### src/rtl/srt_pkg.sv
// Shared types, constants and helpers of the sonar echo range timer.
// No dependencies; every other file of the block but srt_req_if refers to it by scoped names.
package srt_pkg;

   localparam int unsigned CountWidth = 16;
   localparam int unsigned DistWidth  = 10;
   localparam int unsigned CsrIdxWidth = 4;

   typedef logic [CountWidth-1:0] count_type;
   typedef logic [DistWidth-1:0]  dist_type;
   typedef logic [CsrIdxWidth-1:0] csr_idx_type;

   // register map
   typedef enum logic [CsrIdxWidth-1:0] {
      CSR_TRIGGER_COMPARE = 4'd0,
      CSR_MIN_VALID_TICKS = 4'd1
   } csr_addr_type;

   // item kinds
   typedef enum logic {
      MODE_TICK = 1'b0,
      MODE_READ = 1'b1
   } mode_type;

   localparam count_type COUNTER_TOP         = 16'hFFFF;
   localparam count_type TRIGGER_COMPARE_RST = 16'd65510;
   localparam count_type MIN_VALID_TICKS_RST = 16'd354;

   // width / 118 == (width >> 1) / 59; 59 done as multiply by ceil(2^21 / 59)
   localparam int unsigned RecipShift = 21;
   localparam logic [15:0] Recip59    = 16'd35545;

   function automatic dist_type ticks_to_cm(input count_type ticks);
      logic [14:0] half;
      logic [30:0] prod;
      begin
         half = ticks[15:1];
         prod = {16'd0, half} * {15'd0, Recip59};
         ticks_to_cm = prod[RecipShift +: DistWidth];
      end
   endfunction

endpackage

### src/rtl/srt_req_if.sv
// Input channel of the sonar echo range timer: tick or read items.
// Has no dependencies.
interface srt_req_if;
   logic           valid;
   logic           ready;
   logic           mode;
   logic           echo_level;

   modport source (output valid, mode, echo_level, input ready);
   modport sink   (input valid, mode, echo_level, output ready);
endinterface

### src/rtl/srt_rsp_if.sv
// Result channel of the sonar echo range timer.
// Depends on srt_pkg for the distance type.
interface srt_rsp_if;
   logic              valid;
   logic              ready;
   logic              trigger_level;
   srt_pkg::dist_type distance_cm;

   modport source (output valid, trigger_level, distance_cm, input ready);
   modport sink   (input valid, trigger_level, distance_cm, output ready);
endinterface

### src/rtl/srt_csr_if.sv
// Register write channel of the sonar echo range timer.
// Depends on srt_pkg for the index and data types.
interface srt_csr_if;
   logic                 valid;
   logic                 ready;
   srt_pkg::csr_idx_type index;
   srt_pkg::count_type   data;

   modport source (output valid, index, data, input ready);
   modport sink   (input valid, index, data, output ready);
endinterface

### src/rtl/sonar_echo_range_timer_top.sv
// Top level of the sonar echo range timer: counter, echo edge capture,
// glitch filter and centimetre conversion. Depends on srt_pkg and the
// srt_req_if, srt_rsp_if and srt_csr_if interfaces.
//
// Usage:
//  - req_if carries one item per handshake: mode 0 is a timer tick with the
//    sampled echo pin level, mode 1 asks for the current distance.
//  - rsp_if returns exactly one item per request item: the trigger pin level
//    after that item and, for a read, the filtered echo width in cm (else 0).
//  - csr_if writes trigger_compare (index 0) or min_valid_ticks (index 1);
//    other indexes are dropped. Always ready; write only while idle.
//  - An item accepted at a clock edge shows on rsp_if right after that edge.
//    Throughput is one item per cycle while rsp_if is ready, set by the
//    single result register; the state update and the multiply-by-reciprocal
//    divide sit between the request handshake and that register.
//  - When the receiver stalls, the result register holds its item and
//    req_if.ready stays high only if that item leaves in the same cycle.
//  - Synchronous reset clears counter, widths, flags and the result valid,
//    and restores both registers to their defaults.
module sonar_echo_range_timer_top (
   input logic       clock,
   input logic       reset,
   srt_req_if.sink   req_if,
   srt_rsp_if.source rsp_if,
   srt_csr_if.sink   csr_if
);

   // configuration
   srt_pkg::count_type trig_cmp_ff, trig_cmp_in;
   srt_pkg::count_type min_ticks_ff, min_ticks_in;

   // timing state
   srt_pkg::count_type counter_ff, counter_in;
   srt_pkg::count_type start_ff, start_in;
   srt_pkg::count_type width_ff, width_in;
   srt_pkg::count_type prev_ff, prev_in;
   logic               finished_ff, finished_in;
   logic               trigger_ff, trigger_in;
   logic               last_echo_ff, last_echo_in;

   // result register
   logic               rsp_valid_ff, rsp_valid_in;
   logic               rsp_trig_ff, rsp_trig_in;
   srt_pkg::dist_type  rsp_dist_ff, rsp_dist_in;

   logic               req_take;
   logic               is_read;
   logic               rise, fall, at_cmp, at_wrap, glitch;
   srt_pkg::count_type width_edge, width_read;
   logic               fin_edge, trig_cmp;

   // result slot frees up when empty or being drained this cycle
   assign req_if.ready = !rsp_valid_ff || rsp_if.ready;
   assign req_take     = req_if.valid && req_if.ready;
   assign is_read      = (req_if.mode == srt_pkg::MODE_READ);
   assign csr_if.ready = 1'b1;

   // tick path: edge first, then compare, then wrap
   assign rise       = req_if.echo_level && !last_echo_ff;
   assign fall       = !req_if.echo_level && last_echo_ff;
   assign width_edge = fall ? (counter_ff - start_ff) : width_ff;
   assign fin_edge   = fall || finished_ff;
   assign at_cmp     = (counter_ff == trig_cmp_ff);
   assign at_wrap    = (counter_ff == srt_pkg::COUNTER_TOP);
   assign trig_cmp   = at_cmp || trigger_ff;

   // read path: short widths fall back to the last good one
   assign glitch     = (width_ff < min_ticks_ff) && (prev_ff != '0);
   assign width_read = glitch ? prev_ff : width_ff;

   always_comb begin
      trig_cmp_in  = trig_cmp_ff;
      min_ticks_in = min_ticks_ff;
      if (csr_if.valid && csr_if.ready) begin
         case (csr_if.index)
            srt_pkg::CSR_TRIGGER_COMPARE: trig_cmp_in  = csr_if.data;
            srt_pkg::CSR_MIN_VALID_TICKS: min_ticks_in = csr_if.data;
            default: ;
         endcase
      end
   end

   always_comb begin
      counter_in   = counter_ff;
      start_in     = start_ff;
      width_in     = width_ff;
      prev_in      = prev_ff;
      finished_in  = finished_ff;
      trigger_in   = trigger_ff;
      last_echo_in = last_echo_ff;
      rsp_trig_in  = rsp_trig_ff;
      rsp_dist_in  = rsp_dist_ff;
      rsp_valid_in = rsp_valid_ff && !rsp_if.ready;
      if (req_take) begin
         rsp_valid_in = 1'b1;
         if (is_read) begin
            width_in    = width_read;
            prev_in     = width_read;
            rsp_dist_in = srt_pkg::ticks_to_cm(width_read);
         end else begin
            if (rise) begin
               start_in = counter_ff;
            end
            width_in     = (at_cmp && !fin_edge) ? '0 : width_edge;
            finished_in  = fin_edge && !at_wrap;
            trigger_in   = trig_cmp && !at_wrap;
            last_echo_in = req_if.echo_level;
            counter_in   = counter_ff + 16'd1;
            rsp_dist_in  = '0;
         end
         rsp_trig_in = is_read ? trigger_ff : (trig_cmp && !at_wrap);
      end
   end

   always_ff @(posedge clock) begin
      if (reset) begin
         trig_cmp_ff  <= srt_pkg::TRIGGER_COMPARE_RST;
         min_ticks_ff <= srt_pkg::MIN_VALID_TICKS_RST;
         counter_ff   <= '0;
         start_ff     <= '0;
         width_ff     <= '0;
         prev_ff      <= '0;
         finished_ff  <= 1'b0;
         trigger_ff   <= 1'b0;
         last_echo_ff <= 1'b0;
         rsp_valid_ff <= 1'b0;
      end else begin
         trig_cmp_ff  <= trig_cmp_in;
         min_ticks_ff <= min_ticks_in;
         counter_ff   <= counter_in;
         start_ff     <= start_in;
         width_ff     <= width_in;
         prev_ff      <= prev_in;
         finished_ff  <= finished_in;
         trigger_ff   <= trigger_in;
         last_echo_ff <= last_echo_in;
         rsp_valid_ff <= rsp_valid_in;
      end
   end

   // payload, no reset
   always_ff @(posedge clock) begin
      rsp_trig_ff <= rsp_trig_in;
      rsp_dist_ff <= rsp_dist_in;
   end

   assign rsp_if.valid         = rsp_valid_ff;
   assign rsp_if.trigger_level = rsp_trig_ff;
   assign rsp_if.distance_cm   = rsp_dist_ff;

endmodule

### src/flat_wrapper.sv
// flat-port wrapper written by rule: the top's interface ports become plain ports
module sonar_echo_range_timer_top_flat 
  (clock, reset, req_if_valid, req_if_mode, req_if_echo_level, req_if_ready, rsp_if_valid, rsp_if_trigger_level, rsp_if_distance_cm, rsp_if_ready, csr_if_valid, csr_if_index, csr_if_data, csr_if_ready);
  srt_req_if req_if_i ();
  srt_rsp_if rsp_if_i ();
  srt_csr_if csr_if_i ();
  input logic clock;
  input logic reset;
  input wire logic [$bits(req_if_i.valid)-1:0] req_if_valid;
  input wire logic [$bits(req_if_i.mode)-1:0] req_if_mode;
  input wire logic [$bits(req_if_i.echo_level)-1:0] req_if_echo_level;
  output wire logic [$bits(req_if_i.ready)-1:0] req_if_ready;
  output wire logic [$bits(rsp_if_i.valid)-1:0] rsp_if_valid;
  output wire logic [$bits(rsp_if_i.trigger_level)-1:0] rsp_if_trigger_level;
  output wire logic [$bits(rsp_if_i.distance_cm)-1:0] rsp_if_distance_cm;
  input wire logic [$bits(rsp_if_i.ready)-1:0] rsp_if_ready;
  input wire logic [$bits(csr_if_i.valid)-1:0] csr_if_valid;
  input wire logic [$bits(csr_if_i.index)-1:0] csr_if_index;
  input wire logic [$bits(csr_if_i.data)-1:0] csr_if_data;
  output wire logic [$bits(csr_if_i.ready)-1:0] csr_if_ready;
  assign req_if_i.valid = req_if_valid;
  assign req_if_i.mode = req_if_mode;
  assign req_if_i.echo_level = req_if_echo_level;
  assign req_if_ready = req_if_i.ready;
  assign rsp_if_valid = rsp_if_i.valid;
  assign rsp_if_trigger_level = rsp_if_i.trigger_level;
  assign rsp_if_distance_cm = rsp_if_i.distance_cm;
  assign rsp_if_i.ready = rsp_if_ready;
  assign csr_if_i.valid = csr_if_valid;
  assign csr_if_i.index = csr_if_index;
  assign csr_if_i.data = csr_if_data;
  assign csr_if_ready = csr_if_i.ready;
  sonar_echo_range_timer_top u_core (.clock(clock), .reset(reset), .req_if(req_if_i), .rsp_if(rsp_if_i), .csr_if(csr_if_i));
endmodule
### config.mk
export PLATFORM = sky130hd
export DESIGN_NAME = sonar_echo_range_timer_top_flat
export DESIGN_NICKNAME = d
export VERILOG_FILES = /design/src/rtl/srt_pkg.sv /design/src/rtl/srt_req_if.sv /design/src/rtl/srt_rsp_if.sv /design/src/rtl/srt_csr_if.sv /design/src/rtl/sonar_echo_range_timer_top.sv /design/src/flat_wrapper.sv
export SDC_FILE = /design/constraint.sdc
export NUM_CORES = 1
export LEC_CHECK = 0
export CELL_PAD_IN_SITES_DETAIL_PLACEMENT = 2
export CELL_PAD_IN_SITES_GLOBAL_PLACEMENT = 2
export CORE_AREA = 2 2 153 155
export CTS_CLUSTER_DIAMETER = 200
export CTS_CLUSTER_SIZE = 28
export DETAILED_ROUTE_END_ITERATION = 6
export DIE_AREA = 0 0 155 157
export DONT_BUFFER_PORTS = 1
export MAX_ROUTING_LAYER = met4
export PLACE_DENSITY_LB_ADDON = 0.1
export RECOVER_POWER = 100
export SETUP_SLACK_MARGIN = 0.5
export SYNTH_ARGS = -nofsm -noshare
export SYNTH_HDL_FRONTEND = slang
export SYNTH_SLANG_ARGS = --single-unit
### constraint.sdc
create_clock -name clock -period 8.27 [get_ports clock]
set_clock_uncertainty 0.1 [all_clocks]
set_input_delay 0.4135 -clock clock [delete_from_list [all_inputs] [get_ports clock]]
set_output_delay 0.4135 -clock clock [all_outputs]
set_load 0.01 [all_outputs]
; ---- After elaboration in Yosys (flattened, before gate mapping)
; Cells that the tools add are included.
[word_totals]
register_bits = 111
inputBits = 27
[classes]
n_mul = 1
n_addsub = 2
n_mux = 6
n_reduce_logical = 26
n_bitwise = 1
eq_ne = 3
n_lt_le_gt_ge = 1
[op_table]
columns = cell, count
row1 = $mux 16, 4
row2 = $mul 15x16->31 const B, 1
row3 = $add 16x1->16 const B, 1
row4 = $eq 16x16->1, 1
row5 = $eq 16x16->1 const B, 1
row6 = $lt 16x16->1, 1
row7 = $reduce_bool 16->1, 1
row8 = $sub 16x16->16, 1
row9 = $reduce_and 2->1, 5
row10 = $logic_and 1x1->1, 8
row11 = $logic_not 1->1, 6
row12 = $eq 4x1->1 const B, 1
row13 = $logic_not 4->1, 1
row14 = $logic_or 1x1->1, 3
row15 = $reduce_and 3->1, 1
row16 = $reduce_bool 3->1, 1
row17 = $mux 1, 2
row18 = $not 1->1, 1

; ---- Logic depth before layout (Yosys ltp)
; Gate-level depths: netlist (run 1).
[logic_depth]
depth_word = 7
ltp_mapped = 28

; ---- Worst setup path after synthesis (run 1)
; Ideal clock, no wire load.
[synth_path]
kind = register to register
startpoint = reg u_core.min_ticks_ff[10]
endpoint = reg u_core.rsp_dist_ff[9] (netlist: u_core.rsp_if.distance_cm[9]), data pin
synth_period_minus_slack_ns = 6.921
setup_time_ns = 0.263
stages_incl_launch_ff = 25
setup_slack_ns = 1.349
arrival_time_ns = 6.559
n_path_buf = 1
required_ns = 7.907
cell_sequence = dfxtp_1 > inv_1 > ha_1 > a21o_1 > a31oi_1 > a21oi_1 > a211oi_4 > buf_6 > mux2_4 > xnor2_1 > fa_1 > inv_1 > fa_1 > fa_1 > inv_1 > fa_1 > inv_1 > fa_1 > ha_1 > a21oi_1 > o21ai_0 > a311oi_1 > o21ai_0 > a41oi_1 > mux2i_1
[synth_via]
elab_chain_len = 4
[synth_rtl]
columns = item, line_no
row1 = start: declaration, sonar_echo_range_timer_top.sv:30  ; srt_pkg::count_type min_ticks_ff, min_ticks_in;
row2 = start signal: assignment, sonar_echo_range_timer_top.sv:118  ; min_ticks_ff <= srt_pkg::MIN_VALID_TICKS_RST;
row3 = start signal: assignment, sonar_echo_range_timer_top.sv:129  ; min_ticks_ff <= min_ticks_in;
row4 = $lt 16x16->1, sonar_echo_range_timer_top.sv:68  ; assign glitch = (width_ff < min_ticks_ff) && (prev_ff != '0);
row5 = $logic_and 1x1->1, sonar_echo_range_timer_top.sv:68
row6 = $mux 16, sonar_echo_range_timer_top.sv:69  ; assign width_read = glitch ? prev_ff : width_ff;
row7 = via u_core.width_read[6], sonar_echo_range_timer_top.sv:49  ; srt_pkg::count_type width_edge, width_read;
row8 = $mul 15x16->31, srt_pkg.sv:38  ; prod = {16'd0, half} * {15'd0, Recip59};
row9 = end signal: assignment, sonar_echo_range_timer_top.sv:144  ; rsp_dist_ff <= rsp_dist_in;
row10 = end: declaration, sonar_echo_range_timer_top.sv:44  ; srt_pkg::dist_type rsp_dist_ff, rsp_dist_in;
; The timed path passes the listed nets, and every way through them passes these cells.
; A chain may end at the register's enable or synchronous reset.

; ---- Worst setup path in the final report (run 1)
[layout_path]
startpoint = reg u_core.min_ticks_ff[10]
endpoint = reg u_core.rsp_dist_ff[9] (netlist: u_core.rsp_if.distance_cm[9]), data pin
[layout_via]
elab_chain_len = 4
[layout_rtl]
columns = item, line_no
row1 = $lt 16x16->1, sonar_echo_range_timer_top.sv:68
row2 = $logic_and 1x1->1, sonar_echo_range_timer_top.sv:68
row3 = $mux 16, sonar_echo_range_timer_top.sv:69
row4 = $mul 15x16->31, srt_pkg.sv:38
; Every way passes these cells.

==> results.yml, run 1 <==
setup_path:
  crit_slowest_cell: "mux2_1"
  crit_top_cell: "inv_1"
  required_ns: 8.38
  r2r_cells: 26
  cp_slowest_stage_delay_ns: 0.61
  critPathLaunchType: "flop"
  crit_type: "reg2reg"
  end_kind: "flop"
  arrival_ns: 7.60
  cp_max_fo: 28
logic_synthesis:
  seq_area_frac_synth: 0.247
  synth.net_count: 1270
  synth_edf_count: 11
  ys_ff_latch: 111
  synthCells: 1044
  synthesis.area_um2: 9440
  postSynthAreaPerCell_um2: 9.04
  synth_top_area_share: 0.212
  synth_area_leader_cell: "dfxtp_1"
  yosys_warnings: 0
  yosysUniqueCellTypes: 58
  synthTopCellsByCount: "139 x ha_1, 139 x inv_1, 100 x dfxtp_1"
  synth_area_leaders: "dfxtp_1 21%, ha_1 18%, fa_1 13%, inv_1 5.5%, edfxtp_1 3.5%"
  synth-main-ff-cell: "dfxtp_1"
  synthArstFlopShare: 0
sta:
  setup_tns_ns: 0
  slew_viol_final: 0
  finalSetupViolations: 0
  rsz0062_at_grt: "no"
  min_period_over_period: 0.905
  slew_headroom: 0.186
  min_period_ns: 7.49
  hold_viol_final: 0
  tightest_slew_ns: 1.22
  holdWs_ns: 0.0272
  worst_slack_ns: 0.783
  fmax_ghz: 0.134
floorplanning:
  die_h_um: 157
  die_w_um: 155
  fp.coreArea_um2: 22500
  row_count: 55
  dieArea_um2: 24300
  pin_count: 41
  initial_core_util: 0.419
pwr:
  powerDensity_nw_per_um2: 197
  leakagePower_nw: 4.79
  max-vdd-ir-drop_uv: 119
  total_power_mw: 1.97
global_routing:
  track_usage: 0.241
  gr-total-overflow: 0
  antenna_found_initial: 0
  grt_pass1_vias: 8248
  grt_pass1_wl_mm: 44.3
  grt_max_degree: 102
layout:
  final_area_um2: 10000
  seqCellArea_um2: 2330
  final_nets: 1257
  drive_above_1_share: 0.0309
  final_core_util: 0.444
  diodes: 0
  area_growth_pct: 5.99
  fill_cells: 2483
  multi_input_area_um2: 6430
  stdcell_count: 1321
place:
  dpl.hpwl_mm: 21.9
  port_buffers: 0
  dp.cells: 1305
  place_ws_ns: 0.395
  gp_congestion: 0.800
  place_area_um2: 9730
routing:
  ant_nets: 0
  drc: 0
  via_count: 7300
  firstDrtPassIters: 4
  dr.first_iter.drc_count: 172
  routed_via_density: 5.53
  drt-wirelength-per-cell_um: 20.6
  wl_mm: 27.2
clock_tree:
  numClockSinks: 111
  clockBufferDepth: 2
  clk_latency_ns: 0.36
  root_buffer: "clkbuf_16"
  numCtsBuffers: 9
  clkTransAtPathRegs_ns: 0.09
  htreeDepth: 3
  cts_tree: "done"
worst_hold_path:
  hp-class: "in2reg"
  whs_path_depth: 1
run:
  maxCapViolations: 0
run_status:
  status: "finished clean"
## cells in the final DEF (no fill, tap or decap), types with 4 or more instances in the layout
master / instances
a32oi_1: 4
a31oi_1: 6
nand2b_1: 8
nor3_1: 23
nor2b_1: 21
nor2_1: 86
edfxtp_1: 11
a211o_1: 17
a21o_1: 17
o21a_1: 9
mux2i_1: 26
and3_1: 7
o22ai_1: 5
o21bai_1: 4
nand3_1: 15
nand2_1: 68
nand4_1: 9
clkbuf_1: 7
nand3b_1: 7
clkbuf_16: 9
ha_1: 139
nor4_1: 10
or3_1: 8
fa_1: 60
inv_1: 139
a211oi_1: 17
and4_1: 4
o21ai_0: 31
a21oi_1: 60
xor2_1: 30
xnor2_1: 20
mux2_1: 8
dfxtp_1: 100
## cells by family after synthesis
| logic type | count (synthesis) | share of synthesized area |
|---|---|---|
| other | 1 | 0.000397 |
| xor gates and xnor gates | 51 | 0.0473 |
| buffers and inverters | 175 | 0.0720 |
| and+or+nand+nor | 271 | 0.137 |
| AOI/OAI and AO/OA | 198 | 0.142 |
| adders and majority gates | 199 | 0.312 |
| DFF | 111 | 0.247 |
| muxes | 38 | 0.0426 |
## critical path, delay by kind of cell (launching register included)
family                     cells  cell delay [ns]
muxes                          2             0.84
adders and majority gates      8             3.18
DFF                            1             0.34
AOI/OAI and AO/OA             10             2.32
buffers and inverters          6             0.56
## final timing paths
kind / startpoint / to / slack (ns)
max: u_core.min_ticks_ff[10] / u_core.rsp_if.distance_cm[9] / 0.78
min: reset / u_core.trig_cmp_ff[0] / 0.03
max reg2reg: u_core.min_ticks_ff[10] / u_core.rsp_if.distance_cm[9] / 0.78
min reg2reg: u_core.min_ticks_ff[13] / u_core.min_ticks_ff[13] / 0.35
## layer usage
metal  vias up  wire length, um  track usage  part of all wire
met5         -                0            -                 0
met4         0              686       0.0754             0.025
met3        37              634       0.0303             0.023
met2        69            14100        0.432              0.52
met1      3646            11800        0.282              0.43
li1       3548                -            -                 -
## registers in the layout, summed over array words and instances, names as in the netlist
signal                       cells
u_core.counter_ff               16
u_core.finished_ff               1
u_core.last_echo_ff              1
u_core.min_ticks_ff             16
u_core.prev_ff                  16
u_core.rsp_if.distance_cm       10
u_core.rsp_if.trigger_level      1
u_core.rsp_if.valid              1
u_core.start_ff                 16
u_core.trig_cmp_ff              16
u_core.trigger_ff                1
u_core.width_ff                 16
## repair_timing
action | 4_1_cts | 5_1_grt
endpoints found under the setup margin | 4 | 6
buffers inserted | 0 | 0
gates resized for setup | 2 | 6
hold buffers | 0 | 0
## cell type report
class	instances	share of cell area
clock inverters	7	0.00726
clock buffers	9	0.0225
well taps	285	0.0357
inverters	140	0.0525
repair buffers	11	0.00601
multi-input cells	758	0.643
flip-flops and latches	111	0.233
## power by group
part           switching [mW]  internal, mW  total (mW)
clock network           0.238         0.216       0.453
registers              0.0206         0.565       0.586
logic                   0.547         0.384       0.930
total                   0.805          1.16        1.97
No activity file was read; power rests on OpenSTA's default activity.
==> inputs of run 2 (changes only) <==
--- a/config.mk
+++ b/config.mk
@@ -5,13 +5,14 @@
 export SDC_FILE = /design/constraint.sdc
 export NUM_CORES = 1
 export LEC_CHECK = 0
+export ABC_AREA = 1
 export CELL_PAD_IN_SITES_DETAIL_PLACEMENT = 2
 export CELL_PAD_IN_SITES_GLOBAL_PLACEMENT = 2
-export CORE_AREA = 2 2 153 155
+export CORE_AREA = 2 2 168 170
 export CTS_CLUSTER_DIAMETER = 200
 export CTS_CLUSTER_SIZE = 28
 export DETAILED_ROUTE_END_ITERATION = 6
-export DIE_AREA = 0 0 155 157
+export DIE_AREA = 0 0 170 172
 export DONT_BUFFER_PORTS = 1
 export MAX_ROUTING_LAYER = met4
 export PLACE_DENSITY_LB_ADDON = 0.1
==> run 2 against run 1 <==
Net effect:
- final area rose by 8.5%
- maximum frequency rose by 3.7%
- critical path type unchanged
- register-to-register slack improved by 0.26 ns
- global-route usage rose by 0.85 points
- synthesized cell count rose by 35%
==> results.yml, run 2 <==
logic_synthesis:
  synth_top_area_share: 0.195
  yosysMostFrequentCell: "nand2_1"
  synthArstFlopShare: 0
  synth.net_count: 1634
  synth_area_leaders: "dfxtp_1 20%, ha_1 17%, fa_1 12%, nand2_1 10%, inv_1 9.6%"
  postSynthAreaPerCell_um2: 7.28
  ys_ff_latch: 111
  yosys_warnings: 0
  synth_edf_count: 11
  synthesis.area_um2: 10300
  synthCells: 1408
  synth-main-ff-cell: "dfxtp_1"
  yosysUniqueCellTypes: 44
  synthTopCellsByCount: "278 x nand2_1, 263 x inv_1, 139 x ha_1"
  seq_area_frac_synth: 0.227
  synth_area_leader_cell: "dfxtp_1"
setup_path:
  crit_family: "adder cells"
  cp.depth: 28
  critPathLaunchType: "flop"
  timing.rr.end: "u_core.rsp_if.distance_cm[8]"
  crit_slowest_cell: "and2_0"
  cp_max_fo: 24
  crit_end: "u_core.rsp_if.distance_cm[8]"
  arrival_ns: 7.26
  critical_path_buf_inv_count: 3
  cp_slowest_stage_delay_ns: 0.56
  required_ns: 8.31
  end_kind: "flop"
  r2r-start: "u_core.min_ticks_ff[3]"
  crit_top_cell: "nand2_1"
  r2r_cells: 28
  crit_type: "reg2reg"
  regToRegSetupSlack_ns: 1.05
  critPathLaunch: "u_core.min_ticks_ff[3]"
global_routing:
  grt_pass1_wl_mm: 54.5
  gr-total-overflow: 0
  grt_max_degree: 63
  antenna_found_initial: 0
  track_usage: 0.249
  grt_pass1_vias: 9681
clock_tree:
  numCtsBuffers: 9
  clkTransAtPathRegs_ns: 0.10
  clk_latency_ns: 0.37
  htreeDepth: 3
  cts_tree: "done"
  root_buffer: "clkbuf_16"
  cts_setup_buffers: 0
  numClockSinks: 111
  clockBufferDepth: 2
sta:
  rsz0062_at_grt: "no"
  min_period_over_period: 0.873
  tightest_slew_ns: 1.19
  min_period_ns: 7.22
  slew_viol_final: 0
  setup_tns_ns: 0
  fmax_ghz: 0.138
  hold_viol_final: 0
  finalSetupViolations: 0
  slew_headroom: 0.204
layout:
  drive_above_1_share: 0.0379
  final_cell_mix: "282 x nand2_1, 263 x inv_1, 139 x ha_1"
  final_nets: 1618
  diodes: 0
  area_growth_pct: 5.83
  final_common_cell: "nand2_1"
run_status:
  status: "finished clean"
routing:
  ant_nets: 0
  drc: 0
  routed_via_density: 5.19
  dr.first_iter.drc_count: 332
  wl_mm: 34.3
  drt-wirelength-per-cell_um: 19.7
  firstDrtPassIters: 6
  via_count: 9042
run:
  maxCapViolations: 0
floorplanning:
  pin_count: 41
  fp.coreArea_um2: 27500
  initial_core_util: 0.373
  die_w_um: 170
  row_count: 61
  dieArea_um2: 29200
  die_h_um: 172
place:
  port_buffers: 0
  dpl.hpwl_mm: 28.2
  gp_congestion: 0.855
worst_hold_path:
  hp-class: "in2reg"
-- run 2: cells by family after synthesis --
family                   after synthesis  synth area share
AO/OA/AOI/OAI                        237             0.128
buffers and inverters                306             0.116
adder cells (fa/ha/maj)              199             0.287
AND/OR/NAND/NOR                      532             0.223
XOR/XNOR                              22            0.0188
flip-flops                           111             0.227
other                                  1          0.000366
-- run 2: layer usage --
| metal | routed length [um] | up-vias | part of all wire | track usage |
|---|---|---|---|---|
| met5 | 0 | - | 0 | - |
| met4 | 188 | 0 | 0.0055 | 0.0268 |
| met3 | 675 | 13 | 0.020 | 0.0224 |
| met2 | 16100 | 66 | 0.47 | 0.404 |
| met1 | 17400 | 4530 | 0.51 | 0.352 |
| li1 | - | 4433 | - | - |
-- run 2: how the worst min path moves through the flow --
stage	start	end	slack [ns]	depth (start not counted)
after floorplan	u_core.min_ticks_ff[10]	u_core.min_ticks_ff[10]	0.33	2
after global placement	u_core.min_ticks_ff[11]	u_core.min_ticks_ff[11]	0.35	2
after detailed placement	u_core.min_ticks_ff[2]	u_core.min_ticks_ff[2]	0.36	2
after CTS	reset	u_core.prev_ff[9]	0.0009	1
after global routing	reset	u_core.last_echo_ff	0.02	1
final	reset	u_core.counter_ff[5]	0.03	1
-- run 2: metrics by stage --
step,setup slack (ns),area [um2],utilization,hold WS (ns),instances
after floorplan,2.30,10300,-,0.333,1408
after global routing,0.410,10900,0.395,0.0216,1743
final,1.05,10900,0.395,0.0280,1743
after detailed placement,1.01,10600,0.384,0.360,1725
after CTS,0.983,10900,0.396,0.000858,1742
after global placement,1.19,10600,0.384,0.347,1725
-- run 2: cell type report --
| cell class | instances | area (um2) |
|---|---|---|
| fill | 3285 | 16600 |
| multi-input combinational | 991 | 6710 |
| sequential | 111 | 2330 |
| inverter | 273 | 1020 |
| tap | 346 | 433 |
| clock buffer | 9 | 225 |
| clock inverter | 7 | 91.3 |
| timing repair buffer | 6 | 38.8 |
-- run 2: what timing repair did --
| action | in CTS | in global routing |
|---|---|---|
| gates resized for setup | 0 | 1 |
| setup endpoints to repair | 0 | 1 |
| endpoints found under the hold margin | 1 | 1 |
| hold buffers | 1 | 1 |
Power of run 2 is not shown: default switching activity piles up to over one toggle a cycle in this logic, so the estimate is an artifact.
==> inputs of run 3 (changes only) <==
--- a/config.mk
+++ b/config.mk
@@ -8,11 +8,11 @@
 export ABC_AREA = 1
 export CELL_PAD_IN_SITES_DETAIL_PLACEMENT = 2
 export CELL_PAD_IN_SITES_GLOBAL_PLACEMENT = 2
-export CORE_AREA = 2 2 168 170
+export CORE_AREA = 2 2 175 177
 export CTS_CLUSTER_DIAMETER = 200
 export CTS_CLUSTER_SIZE = 28
 export DETAILED_ROUTE_END_ITERATION = 6
-export DIE_AREA = 0 0 170 172
+export DIE_AREA = 0 0 177 179
 export DONT_BUFFER_PORTS = 1
 export MAX_ROUTING_LAYER = met4
 export PLACE_DENSITY_LB_ADDON = 0.1
==> constraint.sdc (replaced) <==
create_clock -name clock -period 6.6 [get_ports clock]
set_clock_uncertainty 0.1 [all_clocks]
set_input_delay 0.33 -clock clock [delete_from_list [all_inputs] [get_ports clock]]
set_output_delay 0.33 -clock clock [all_outputs]
set_load 0.01 [all_outputs]
==> run 3 against run 2 <==
Net effect:
- register-to-register slack got worse by 0.70 ns
- non-clock buffer count grew 67
- critical path depth is 3 higher
- critical endpoint is now u_core.rsp_if.distance_cm[6]
- wire length grew 11%
- final area rose by 15%
- maximum frequency grew 16%
- sequential cell count is the same
- worst setup slack worse by 0.70 ns
- final cell count up 6.9%
==> results.yml, run 3 (synthesis results as in run 2) <==
place:
  port_buffers: 0
  gp_congestion: 0.838
  place_ws_ns: -0.0210
  dpl.hpwl_mm: 27.9
  place_area_um2: 10800
routing:
  routed_via_density: 5.07
  via_count: 9451
  wl_mm: 38.2
  dr.first_iter.drc_count: 357
  drc: 0
  drt-wirelength-per-cell_um: 20.5
  ant_nets: 0
  firstDrtPassIters: 4
global_routing:
  grtUsageMet2: 0.392
  top_usage_layer: "met2"
  grt_use_met3: 0.0267
  antenna_found_initial: 0
  grt_pass1_wl_mm: 57.2
  grt_pass1_vias: 10300
  grtUsageMet1: 0.336
  gr-total-overflow: 0
  grt_max_degree: 63
  track_usage: 0.245
setup_path:
  cp_max_fo: 6
  cp_slowest_stage_delay_ns: 0.59
  arrival_ns: 6.30
  crit_slowest_cell: "fa_2"
  required_ns: 6.65
  crit_type: "reg2reg"
  end_kind: "flop"
  crit_top_cell: "inv_2"
  critPathLaunchType: "flop"
sta:
  tightest_slew_ns: 1.17
  finalSetupViolations: 0
  min_period_over_period: 0.947
  rsz0062_at_grt: "yes"
  min_period_ns: 6.25
  fmax_ghz: 0.160
  hold_viol_final: 0
  worst_slack_ns: 0.351
  slew_headroom: 0.221
  setup_tns_ns: 0
  slew_viol_final: 0
run:
  maxCapViolations: 0
clock_tree:
  numCtsBuffers: 9
  cts_tree: "done"
  root_buffer: "clkbuf_16"
  clkTransAtPathRegs_ns: 0.09
  clockBufferDepth: 2
  clk_latency_ns: 0.38
  numClockSinks: 111
  htreeDepth: 3
layout:
  final_nets: 1688
  final_cell_mix: "249 x inv_1, 246 x nand2_1, 110 x nor2_1"
  diodes: 0
  final_core_util: 0.414
  area_growth_pct: 21.3
  final_common_cell: "inv_1"
  drive_above_1_share: 0.170
  final_area_um2: 12400
floorplanning:
  fp.coreArea_um2: 30000
  die_h_um: 179
  die_w_um: 177
  row_count: 64
  pin_count: 41
  initial_core_util: 0.342
  dieArea_um2: 31700
run_status:
  status: "finished clean"
worst_hold_path:
  hp-class: "in2reg"
[run 3: cell count changes in the layout (fill, tap and decap cells not counted), moves of 12 or more]
cell / change
buf_4: +42
nor2_1: -13
nand2_2: +28
dlygate4sd3_1: +15
ha_1: -35
inv_1: -14
nand2_1: -36
ha_4: +33
a21oi_1: -12
inv_2: +13
[run 3: worst paths after layout]
check | end | slack [ns] | cells after the start | from
max | u_core.rsp_if.distance_cm[6] | 0.35 | 31 | u_core.width_ff[10]
min | u_core.width_ff[5] | 0.01 | 2 | req_if_mode
max reg2reg | u_core.rsp_if.distance_cm[6] | 0.35 | 31 | u_core.width_ff[10]
min reg2reg | u_core.min_ticks_ff[11] | 0.39 | 2 | u_core.min_ticks_ff[11]
[run 3: layer usage]
metal / share of wire / wire length (um) / vias to the layer above
met5: 0 / 0 / -
met4: 0.011 / 414 / 0
met3: 0.041 / 1580 / 29
met2: 0.48 / 18400 / 103
met1: 0.46 / 17700 / 4741
li1: - / - / 4578
[run 3: critical path: cells and delay by family, from the launching register on]
family          cells  cell delay, ns
simple gates       14            1.35
compound gates      3            0.54
buf+inv             6            0.40
xor+xnor            1            0.12
flops               1            0.41
fa+ha+maj           7            3.10
[run 3: layout make-up]
class                           instances  area (um2)
Clock buffer                           11         243
Clock inverter                          5        62.6
Fill cell                            3510       17600
Inverter                              273        1030
Multi-Input combinational cell        994        7600
Sequential cell                       111        2340
Tap cell                              396         495
Timing Repair Buffer                   73         663
[run 3: repair_timing]
action / CTS / global route
setup endpoints to repair: 10 / 10
setup buffers: 15 / 15
hold endpoints to repair: 29 / 0
resized for setup: 72 / 129
gates cloned: 3 / 1
hold buffers: 18 / 0
pin swaps: 18 / 83
[run 3: per-stage QoR]
stage | instances | hold WS [ns]
final | 1863 | 0.0131
after global routing | 1863 | 0.0129
after CTS | 1847 | 0.0000984
after detailed placement | 1795 | 0.312
after global placement | 1795 | 0.310
after floorplan | 1408 | 0.333
Power of run 3 is left out for the same reason.
